[src/ipcs_pkg.sv]
// Shared types for the in-place counting sort unit: controller commands and datapath status.
`default_nettype none
package ipcs_pkg;

    // Commands from the controller to the datapath
    typedef struct packed {
        logic in_rdy;    // input channel may take a transaction
        logic clr_wr;    // clearing pass: zero one count entry
        logic ct_rd;     // count pass: read count of stored key
        logic ct_inc;    // count pass: write incremented count
        logic idx_next;  // step key-store index
        logic idx_clr;   // rewind key-store index
        logic val_init;  // start value scan at zero
        logic val_next;  // step value scan
        logic ev_latch;  // latch count of current value, zero the entry
        logic emit;      // load one result into the output register
        logic finish;    // clear set state
    } t_cmd;

    // Status from the datapath to the controller
    typedef struct packed {
        logic in_valid;
        logic in_last;
        logic clr_last;  // clearing pass on its final entry
        logic idx_last;  // index on the final stored key
        logic rem_zero;  // no keys left for current value
        logic val_last;  // scan on the key limit
        logic out_free;  // output register can take a result
        logic run_last;  // next result ends the run
    } t_sts;

endpackage
`default_nettype wire

[src/ipcs_in_if.sv]
// Input channel: one key per transaction.
`default_nettype none
interface ipcs_in_if;
    logic       valid;
    logic       ready;
    logic [7:0] key;
    logic       last;

    modport source (output valid, output key, output last, input ready);
    modport sink   (input valid, input key, input last, output ready);
endinterface
`default_nettype wire

[src/ipcs_out_if.sv]
// Output channel: one sorted key per transaction.
`default_nettype none
interface ipcs_out_if;
    logic       valid;
    logic       ready;
    logic [7:0] sorted_key;
    logic       end_of_run;
    logic       trouble;

    modport source (output valid, output sorted_key, output end_of_run, output trouble,
                    input ready);
    modport sink   (input valid, input sorted_key, input end_of_run, input trouble,
                    output ready);
endinterface
`default_nettype wire

[src/in_place_counting_sort_unit.sv]
// Top level of the in-place counting sort unit.
// Keys are taken one per cycle while loading; a transaction with last set closes the set,
// after which the unit takes no input until the sorted run has been handed out. For each
// stored key, sorting reads the key store, reads the count table entry of the key and
// writes that count back incremented; then a scan over key values from 0 up to the
// largest key of the set reads and latches each value's count, zeroing its entry, and
// emits that value's keys one per cycle while the output register is free. The count
// table is cleared as the run is emitted; after reset a clearing pass over all
// KEY_RANGE entries runs before the first key is taken. Keys above key_max are clamped
// and keys beyond MAX_ITEMS dropped; either raises trouble on every result of the set.
`default_nettype none
module in_place_counting_sort_unit
    import ipcs_pkg::*;
#(
    parameter int MAX_ITEMS = 64,
    parameter int KEY_RANGE = 256
) (
    input  wire logic       i_clk,
    input  wire logic       i_rst_n,
    input  wire logic       i_cfg_wr_en,
    input  wire logic [7:0] i_cfg_wr_data,
    ipcs_in_if.sink         i_in,
    ipcs_out_if.source      o_out
);
    t_cmd cmd;
    t_sts sts;

    // Controller
    ipcs_ctrl u_ctrl (
        .i_clk   (i_clk),
        .i_rst_n (i_rst_n),
        .i_sts   (sts),
        .o_cmd   (cmd)
    );

    // Datapath
    ipcs_dp #(.MAX_ITEMS(MAX_ITEMS), .KEY_RANGE(KEY_RANGE)) u_dp (
        .i_clk         (i_clk),
        .i_rst_n       (i_rst_n),
        .i_cfg_wr_en   (i_cfg_wr_en),
        .i_cfg_wr_data (i_cfg_wr_data),
        .i_cmd         (cmd),
        .o_sts         (sts),
        .i_in          (i_in),
        .o_out         (o_out)
    );
endmodule
`default_nettype wire

[src/ipcs_ram.sv]
// Generic RAM: one write port, one read port, registered read data.
`default_nettype none
module ipcs_ram #(
    parameter int WIDTH = 8,
    parameter int DEPTH = 64
) (
    input  wire logic                     i_clk,
    input  wire logic                     i_we,
    input  wire logic [$clog2(DEPTH)-1:0] i_waddr,
    input  wire logic [WIDTH-1:0]         i_wdata,
    input  wire logic [$clog2(DEPTH)-1:0] i_raddr,
    output logic      [WIDTH-1:0]         o_rdata
);
    logic [WIDTH-1:0] r_mem [DEPTH];

    always_ff @(posedge i_clk) begin
        if (i_we) begin
            r_mem[i_waddr] <= i_wdata;
        end
        o_rdata <= r_mem[i_raddr];
    end
endmodule
`default_nettype wire

[src/ipcs_ctrl.sv]
// Sort controller: sequences clearing, loading, counting and emission.
`default_nettype none
module ipcs_ctrl
    import ipcs_pkg::*;
(
    input  wire logic i_clk,
    input  wire logic i_rst_n,
    input  wire t_sts i_sts,
    output t_cmd      o_cmd
);
    typedef enum logic [7:0] {
        S_CLR   = 8'b0000_0001,
        S_LOAD  = 8'b0000_0010,
        S_C_KS  = 8'b0000_0100,
        S_C_CT  = 8'b0000_1000,
        S_C_WR  = 8'b0001_0000,
        S_E_RD  = 8'b0010_0000,
        S_E_WT  = 8'b0100_0000,
        S_E_OUT = 8'b1000_0000
    } t_state;

    t_state r_state, n_state;

    // Next state and commands
    always_comb begin
        n_state = r_state;
        o_cmd   = '0;
        unique case (r_state)
            S_CLR: begin
                o_cmd.clr_wr = 1'b1;
                if (i_sts.clr_last) n_state = S_LOAD;
            end
            S_LOAD: begin
                o_cmd.in_rdy = 1'b1;
                if (i_sts.in_valid && i_sts.in_last) n_state = S_C_KS;
            end
            S_C_KS: n_state = S_C_CT;
            S_C_CT: begin
                o_cmd.ct_rd = 1'b1;
                n_state     = S_C_WR;
            end
            S_C_WR: begin
                o_cmd.ct_inc = 1'b1;
                if (i_sts.idx_last) begin
                    o_cmd.idx_clr  = 1'b1;
                    o_cmd.val_init = 1'b1;
                    n_state        = S_E_RD;
                end else begin
                    o_cmd.idx_next = 1'b1;
                    n_state        = S_C_KS;
                end
            end
            S_E_RD: n_state = S_E_WT;
            S_E_WT: begin
                o_cmd.ev_latch = 1'b1;
                n_state        = S_E_OUT;
            end
            S_E_OUT: begin
                if (i_sts.rem_zero) begin
                    o_cmd.val_next = 1'b1;
                    n_state        = S_E_RD;
                end else if (i_sts.out_free) begin
                    o_cmd.emit = 1'b1;
                    if (i_sts.run_last) begin
                        o_cmd.finish = 1'b1;
                        n_state      = S_LOAD;
                    end
                end
            end
            default: n_state = S_CLR;
        endcase
    end

    always_ff @(posedge i_clk) begin
        if (!i_rst_n) begin
            r_state <= S_CLR;
        end else begin
            r_state <= n_state;
        end
    end

    // A result is only loaded into a free output register
    a_emit_free: assert property (@(posedge i_clk) disable iff (!i_rst_n)
        o_cmd.emit |-> i_sts.out_free)
        else $error("emit into occupied output register");

    // Counts sum to the run length, so the run ends before the scan runs dry
    a_scan_dry: assert property (@(posedge i_clk) disable iff (!i_rst_n)
        (r_state == S_E_OUT && i_sts.rem_zero) |-> !i_sts.val_last)
        else $error("value scan reached limit without ending run");

    // A finished run returns to loading
    a_finish_load: assert property (@(posedge i_clk) disable iff (!i_rst_n)
        o_cmd.finish |=> r_state == S_LOAD)
        else $error("finish did not return to loading");
endmodule
`default_nettype wire

[src/ipcs_dp.sv]
// Sort datapath: key store, count table, counters and output register.
`default_nettype none
module ipcs_dp
    import ipcs_pkg::*;
#(
    parameter int MAX_ITEMS = 64,
    parameter int KEY_RANGE = 256
) (
    input  wire logic       i_clk,
    input  wire logic       i_rst_n,
    input  wire logic       i_cfg_wr_en,
    input  wire logic [7:0] i_cfg_wr_data,
    input  wire t_cmd       i_cmd,
    output t_sts            o_sts,
    ipcs_in_if.sink         i_in,
    ipcs_out_if.source      o_out
);
    localparam int FW = $clog2(MAX_ITEMS + 1);
    localparam int IW = $clog2(MAX_ITEMS);
    localparam int KW = $clog2(KEY_RANGE);
    localparam logic [7:0] RANGE_TOP = (KEY_RANGE - 1 > 255) ? 8'd255 : 8'(KEY_RANGE - 1);

    logic [7:0]    r_key_max;
    logic [FW-1:0] r_fill;
    logic [FW-1:0] r_idx;
    logic [FW-1:0] r_rem;
    logic [KW-1:0] r_clr;
    logic [7:0]    r_val;
    logic [7:0]    r_k;
    logic          r_trouble;
    logic          r_ovalid;
    logic [7:0]    r_okey;
    logic          r_oend;
    logic          r_otrb;

    logic [7:0]    lim;
    logic [7:0]    in_key_c;
    logic [7:0]    ks_rdata;
    logic [7:0]    ks_key_c;
    logic [FW-1:0] ct_rdata;
    logic          ld;
    logic          full;
    logic          ct_we;
    logic [KW-1:0] ct_waddr;
    logic [KW-1:0] ct_raddr;
    logic [FW-1:0] ct_wdata;

    // Key limit and clamping
    assign lim      = (r_key_max > RANGE_TOP) ? RANGE_TOP : r_key_max;
    assign in_key_c = (i_in.key > lim) ? lim : i_in.key;
    assign ks_key_c = (ks_rdata > lim) ? lim : ks_rdata;
    assign ld       = i_cmd.in_rdy && i_in.valid;
    assign full     = (r_fill == FW'(MAX_ITEMS));

    assign i_in.ready = i_cmd.in_rdy;

    // Key store
    ipcs_ram #(.WIDTH(8), .DEPTH(MAX_ITEMS)) u_key_store (
        .i_clk   (i_clk),
        .i_we    (ld && !full),
        .i_waddr (r_fill[IW-1:0]),
        .i_wdata (in_key_c),
        .i_raddr (r_idx[IW-1:0]),
        .o_rdata (ks_rdata)
    );

    // Count table port selection
    assign ct_raddr = i_cmd.ct_rd ? KW'(ks_key_c) : KW'(r_val);
    assign ct_we    = i_cmd.clr_wr || i_cmd.ct_inc || i_cmd.ev_latch;
    assign ct_waddr = i_cmd.clr_wr ? r_clr : (i_cmd.ct_inc ? KW'(r_k) : KW'(r_val));
    assign ct_wdata = i_cmd.ct_inc ? ct_rdata + FW'(1) : '0;

    ipcs_ram #(.WIDTH(FW), .DEPTH(KEY_RANGE)) u_count (
        .i_clk   (i_clk),
        .i_we    (ct_we),
        .i_waddr (ct_waddr),
        .i_wdata (ct_wdata),
        .i_raddr (ct_raddr),
        .o_rdata (ct_rdata)
    );

    // Control registers
    always_ff @(posedge i_clk) begin
        if (!i_rst_n) begin
            r_key_max <= 8'd255;
            r_fill    <= '0;
            r_idx     <= '0;
            r_clr     <= '0;
            r_trouble <= 1'b0;
            r_ovalid  <= 1'b0;
        end else begin
            if (i_cfg_wr_en) r_key_max <= i_cfg_wr_data;
            if (i_cmd.clr_wr) r_clr <= r_clr + KW'(1);
            if (ld) begin
                if (!full) r_fill <= r_fill + FW'(1);
                if (full || i_in.key > lim) r_trouble <= 1'b1;
            end
            if (i_cmd.idx_next || i_cmd.emit) r_idx <= r_idx + FW'(1);
            if (i_cmd.idx_clr) r_idx <= '0;
            if (i_cmd.finish) begin
                r_fill    <= '0;
                r_idx     <= '0;
                r_trouble <= 1'b0;
            end
            if (o_out.ready) r_ovalid <= 1'b0;
            if (i_cmd.emit) r_ovalid <= 1'b1;
        end
    end

    // Payload registers
    always_ff @(posedge i_clk) begin
        if (i_cmd.ct_rd) r_k <= ks_key_c;
        if (i_cmd.val_init) r_val <= '0;
        if (i_cmd.val_next) r_val <= r_val + 8'd1;
        if (i_cmd.ev_latch) r_rem <= ct_rdata;
        if (i_cmd.emit) begin
            r_rem  <= r_rem - FW'(1);
            r_okey <= r_val;
            r_oend <= o_sts.run_last;
            r_otrb <= r_trouble;
        end
    end

    assign o_out.valid      = r_ovalid;
    assign o_out.sorted_key = r_okey;
    assign o_out.end_of_run = r_oend;
    assign o_out.trouble    = r_otrb;

    // Status
    assign o_sts.in_valid = i_in.valid;
    assign o_sts.in_last  = i_in.last;
    assign o_sts.clr_last = (r_clr == KW'(KEY_RANGE - 1));
    assign o_sts.idx_last = ((r_idx + FW'(1)) == r_fill);
    assign o_sts.rem_zero = (r_rem == '0);
    assign o_sts.val_last = (r_val == lim);
    assign o_sts.out_free = !r_ovalid || o_out.ready;
    assign o_sts.run_last = ((r_idx + FW'(1)) == r_fill);

    // Fill level stays within the store
    a_fill_range: assert property (@(posedge i_clk) disable iff (!i_rst_n)
        r_fill <= FW'(MAX_ITEMS))
        else $error("fill level beyond capacity");
endmodule
`default_nettype wire
[src/flat_wrapper.sv]
// flat-port wrapper written by rule: the top's interface ports become plain ports
module in_place_counting_sort_unit_flat import ipcs_pkg::*;
#(
    parameter int MAX_ITEMS = 64,
    parameter int KEY_RANGE = 256
)
  (i_clk, i_rst_n, i_cfg_wr_en, i_cfg_wr_data, i_in_valid, i_in_key, i_in_last, i_in_ready, o_out_valid, o_out_sorted_key, o_out_end_of_run, o_out_trouble, o_out_ready);
  ipcs_in_if i_in_i ();
  ipcs_out_if o_out_i ();
  input  wire logic i_clk;
  input  wire logic i_rst_n;
  input  wire logic i_cfg_wr_en;
  input  wire logic [7:0] i_cfg_wr_data;
  input wire logic [$bits(i_in_i.valid)-1:0] i_in_valid;
  input wire logic [$bits(i_in_i.key)-1:0] i_in_key;
  input wire logic [$bits(i_in_i.last)-1:0] i_in_last;
  output wire logic [$bits(i_in_i.ready)-1:0] i_in_ready;
  output wire logic [$bits(o_out_i.valid)-1:0] o_out_valid;
  output wire logic [$bits(o_out_i.sorted_key)-1:0] o_out_sorted_key;
  output wire logic [$bits(o_out_i.end_of_run)-1:0] o_out_end_of_run;
  output wire logic [$bits(o_out_i.trouble)-1:0] o_out_trouble;
  input wire logic [$bits(o_out_i.ready)-1:0] o_out_ready;
  assign i_in_i.valid = i_in_valid;
  assign i_in_i.key = i_in_key;
  assign i_in_i.last = i_in_last;
  assign i_in_ready = i_in_i.ready;
  assign o_out_valid = o_out_i.valid;
  assign o_out_sorted_key = o_out_i.sorted_key;
  assign o_out_end_of_run = o_out_i.end_of_run;
  assign o_out_trouble = o_out_i.trouble;
  assign o_out_i.ready = o_out_ready;
  in_place_counting_sort_unit #(.MAX_ITEMS(MAX_ITEMS), .KEY_RANGE(KEY_RANGE)) u_core (.i_clk(i_clk), .i_rst_n(i_rst_n), .i_cfg_wr_en(i_cfg_wr_en), .i_cfg_wr_data(i_cfg_wr_data), .i_in(i_in_i), .o_out(o_out_i));
endmodule
[config.mk]
export PLATFORM = sky130hd
export DESIGN_NAME = in_place_counting_sort_unit_flat
export DESIGN_NICKNAME = d
export VERILOG_FILES = /design/src/ipcs_pkg.sv /design/src/ipcs_in_if.sv /design/src/ipcs_out_if.sv /design/src/in_place_counting_sort_unit.sv /design/src/ipcs_ram.sv /design/src/ipcs_ctrl.sv /design/src/ipcs_dp.sv /design/src/flat_wrapper.sv
export SDC_FILE = /design/constraint.sdc
export NUM_CORES = 2
export LEC_CHECK = 0
export BUFFER_PORTS_ARGS = -buffer_cell sky130_fd_sc_hd__buf_4
export CORE_MARGIN = 1.5
export CORE_UTILIZATION = 30
export CTS_CLUSTER_DIAMETER = 50
export DETAILED_ROUTE_END_ITERATION = 16
export GPL_TIMING_DRIVEN = 1
export MAX_ROUTING_LAYER = met4
export PLACE_DENSITY_LB_ADDON = 0.3
export SLEW_MARGIN = 25
export SYNTH_ARGS = -nofsm -noshare
export SYNTH_HDL_FRONTEND = slang
export SYNTH_SLANG_ARGS = --single-unit
[constraint.sdc]
create_clock -name i_clk -period 12.1 [get_ports i_clk]
set_input_delay 2.42 -clock i_clk [delete_from_list [all_inputs] [get_ports i_clk]]
set_output_delay 2.42 -clock i_clk [all_outputs]
set_load 0.1 [all_outputs]
==> impl_metrics.yaml <==
place:
  place_ws_ns: 5.15
  place.port_buffers: 33
  gp_congestion: 0.876
  dpl.hpwl_um: 175000
  place_area_um2: 102000
route:
  ant_nets: 0
  drt_iter0_markers: 7561
  vias: 58900
  drtPass1Iterations: 8
  routed_wl_um: 293000
  wl_per_cell_um: 26.3
  drc: 0
  vias_per_cell: 5.28
layout:
  drive_gt1_share_pct: 13.1
  final_nets: 6649
  stdcell_area_um2: 112000
  layout_common_cells: "2337 x edfxtp_1, 1180 x nand2_1, 604 x nand3_1, 374 x nor2_1, 301 x clkbuf_16"
  layout_commonest_cell: "edfxtp_1"
  area.growth.synth_to_final_pct: 15.8
worst_setup_path:
  crit_required_ns: 12.89
  arrival_ns: 7.84
  worstSetupPathType: "flip-flop to flip-flop"
  endpoint_kind: "flip-flop"
  crit_fanout: 151
  setup.worst_path.start_class: "flip-flop"
power_and_ir_drop:
  leakage_nw: 35.6
  p_switching_mw: 4.15
  clockPowerShare_pct: 47.9
  p_sw_share_pct: 22.4
  p_seq_share_pct: 48.8
  p_int_mw: 14.4
  ir_worst_vdd_uv: 113
  comb_power_share_pct: 3.3
  powerDensity_nw_per_um2: 166
cts:
  cts.sinks: 2392
  cts_buffer_depth: 4
  clock_latency_ns: 0.92
  root_buffer: "clkbuf_16"
  cts_inserted_buffers: 300
  cts_setup_buffers: 0
  htree_num_levels: 5
  cts_tree: "built"
  clk_pin_slew_worst_paths_ns: 0.06
  hold_buffers: 0
  postCtsResizedCells: 0
logic_synthesis:
  synthAdderAreaFrac_pct: 0.310
  ys_seq_area_share_pct: 73.6
  synth_flop_cell: "edfxtp_1"
  synth_seq_cells: 2392
  synth_top_area_share_pct: 72.5
  async_flop_share_pct: 0
  synth_area_um2: 96800
  synth_top_family_by_area: "simple AND/OR/NAND/NOR gates"
  synth_compound_area_share_pct: 5.14
  syn_nets: 6633
  syn_avg_cell_area_um2: 14.7
  synth.distinct_cells: 67
  synth_mux_area_share_pct: 7.26
  yosysTopAreaCell: "edfxtp_1"
  synth-simple-area-share_pct: 11.2
  yosysWarningCount: 0
  synth_edf_count: 2337
  postSynthCellCount: 6587
  netlist_top_cells_area: "edfxtp_1 72%, nand2_1 4.6%, mux4_2 4.5%"
  synth_xor_area_share_pct: 0.380
global_route:
  antenna_found_initial: 18
  grt_overflow_total: 0
  top_usage_layer: "met2"
  use_met3_pct: 3.27
  grt_start_max_net_pins: 182
  grt_first_pass_wirelength_um: 420000
  grt_use_total_pct: 18.1
  use_met1_pct: 24.8
  grt_pass1_vias: 57200
  use_met2_pct: 27.3
sta:
  period_share_pct: 58.3
  setup_tns_ns: 0
  rsz0062_at_grt: "no"
  setup_slack_ns: 5.05
  maxSlewHeadroom_pct: 24.4
  fmax_mhz: 142
  final-max-slew-violation-count: 0
  skew_ns: 0.0763
  worst_pin_slew_ns: 1.13
  fin_crit_ns: 7.05
  setup_viol: 0
  hold_violations: 0
flow_run:
  maxCapViolations: 0
die:
  pin_count: 34
  rows: 208
  die_h_um: 571
  dieArea_um2: 326000
  start_util_pct: 30.2
  die_x_um: 571
  core_area_um2: 321000
status:
  status: "completed"
min_path:
  hold_class: "flip-flop to flip-flop"
power by group through the flow:
| stage | clock network, mW | logic (mW) | registers (mW) |
|---|---|---|---|
| 2_1_floorplan | 0 | 0.371 | 9.24 |
| 3_3_place_gp | 0 | 0.597 | 9.23 |
| 3_5_place_dp | 0 | 0.606 | 9.24 |
| 4_1_cts | 9.00 | 0.608 | 9.06 |
| 5_1_grt | 9.34 | 0.657 | 9.06 |
| 6_report | 8.90 | 0.610 | 9.06 |
path summary, 6_finish.rpt:
kind                                     to  cells past startpoint  slack (ns)                      from
max reg2reg  u_core.u_dp.u_count.o_rdata[1]                     14        5.05  u_core.u_ctrl.r_state[0]
max          u_core.u_dp.u_count.o_rdata[1]                     14        5.05  u_core.u_ctrl.r_state[0]
min reg2reg       u_core.u_dp.o_out.trouble                      0        0.46     u_core.u_dp.r_trouble
min               u_core.u_dp.o_out.trouble                      0        0.46     u_core.u_dp.r_trouble
cell usage after synthesis, types with 11 or more instances:
| cell | number |
|---|---|
| buf_4 | 12 |
| nand3_1 | 605 |
| o2111ai_1 | 28 |
| dfxtp_1 | 55 |
| and3_1 | 55 |
| a21oi_1 | 83 |
| a22oi_1 | 28 |
| a32oi_1 | 53 |
| a311oi_1 | 49 |
| edfxtp_1 | 2337 |
| ha_1 | 24 |
| nor2_1 | 404 |
| o21ai_0 | 102 |
| o211ai_1 | 24 |
| nand2b_1 | 11 |
| a31oi_1 | 118 |
| buf_1 | 58 |
| buf_2 | 109 |
| nor2b_1 | 13 |
| and2_1 | 15 |
| nor3b_1 | 70 |
| a221oi_1 | 49 |
| nand2_1 | 1191 |
| xor2_1 | 12 |
| nor3_1 | 12 |
| xnor2_1 | 30 |
| mux4_2 | 195 |
| inv_1 | 36 |
| a211oi_1 | 99 |
| nand4_1 | 72 |
| mux2i_1 | 263 |
| clkbuf_1 | 262 |
routing by layer:
metal,part of all wire [%],up-vias
li1,-,25300
met1,43,30400
met2,46,2640
met3,8.2,499
met4,3.0,0
met5,0,-
state kept, by name (all words and copies together), names as in the netlist, 8 cells and up:
signal	flops
u_core.u_dp.u_count.r_mem	1792
u_core.u_dp.u_key_store.r_mem	512
u_core.u_ctrl.r_state	8
u_core.u_dp.o_out.sorted_key	8
u_core.u_dp.r_clr	8
u_core.u_dp.r_k	8
u_core.u_dp.r_key_max	8
u_core.u_dp.r_val	8
u_core.u_dp.u_key_store.o_rdata	8
critical path: stages (launching register included):
cell,delay [ns]
dfxtp_1,0.33
or4_1,0.59
or4_2,0.70
clkinv_4,0.35
nor2_2,0.15
a211oi_4,0.47
buf_4,0.54
or2_4,0.70
buf_12,0.57
a211oi_1,0.18
a311oi_1,0.34
a31oi_1,0.13
a21oi_1,0.85
nand4_1,0.55
nand4_1,0.29
stage by stage:
stage | power (mW) | utilization (%) | cells | hold WS, ns
global route | 19.1 | 34.9 | 11200 | 0.464
CTS | 18.7 | 34.9 | 11100 | 0.453
global placement | 9.83 | 31.8 | 10600 | 0.417
floorplan | 9.61 | - | 6587 | 0.409
finish | 18.6 | 34.9 | 11200 | 0.465
detailed placement | 9.84 | 31.8 | 10600 | 0.447
cell type report:
cell class | instances | area, um^2
Fill cell | 30700 | 209000
Tap cell | 4305 | 5390
Multi-Input combinational cell | 3716 | 24000
Clock buffer | 359 | 7810
Sequential cell | 2392 | 71300
Timing Repair Buffer | 156 | 1460
Clock inverter | 180 | 2080
Inverter | 37 | 144
Antenna cell | 10 | 25.0
cells by family (layout without fill, tap and decap cells):
group,count (synthesis),after routing
compound gates,707,707
simple gates,2484,2484
fa+ha+maj,24,24
mux,459,459
buf+inv,479,732
xor+xnor,42,42
other cells,0,10
flops,2392,2392
(Power assumes the default switching activity.)
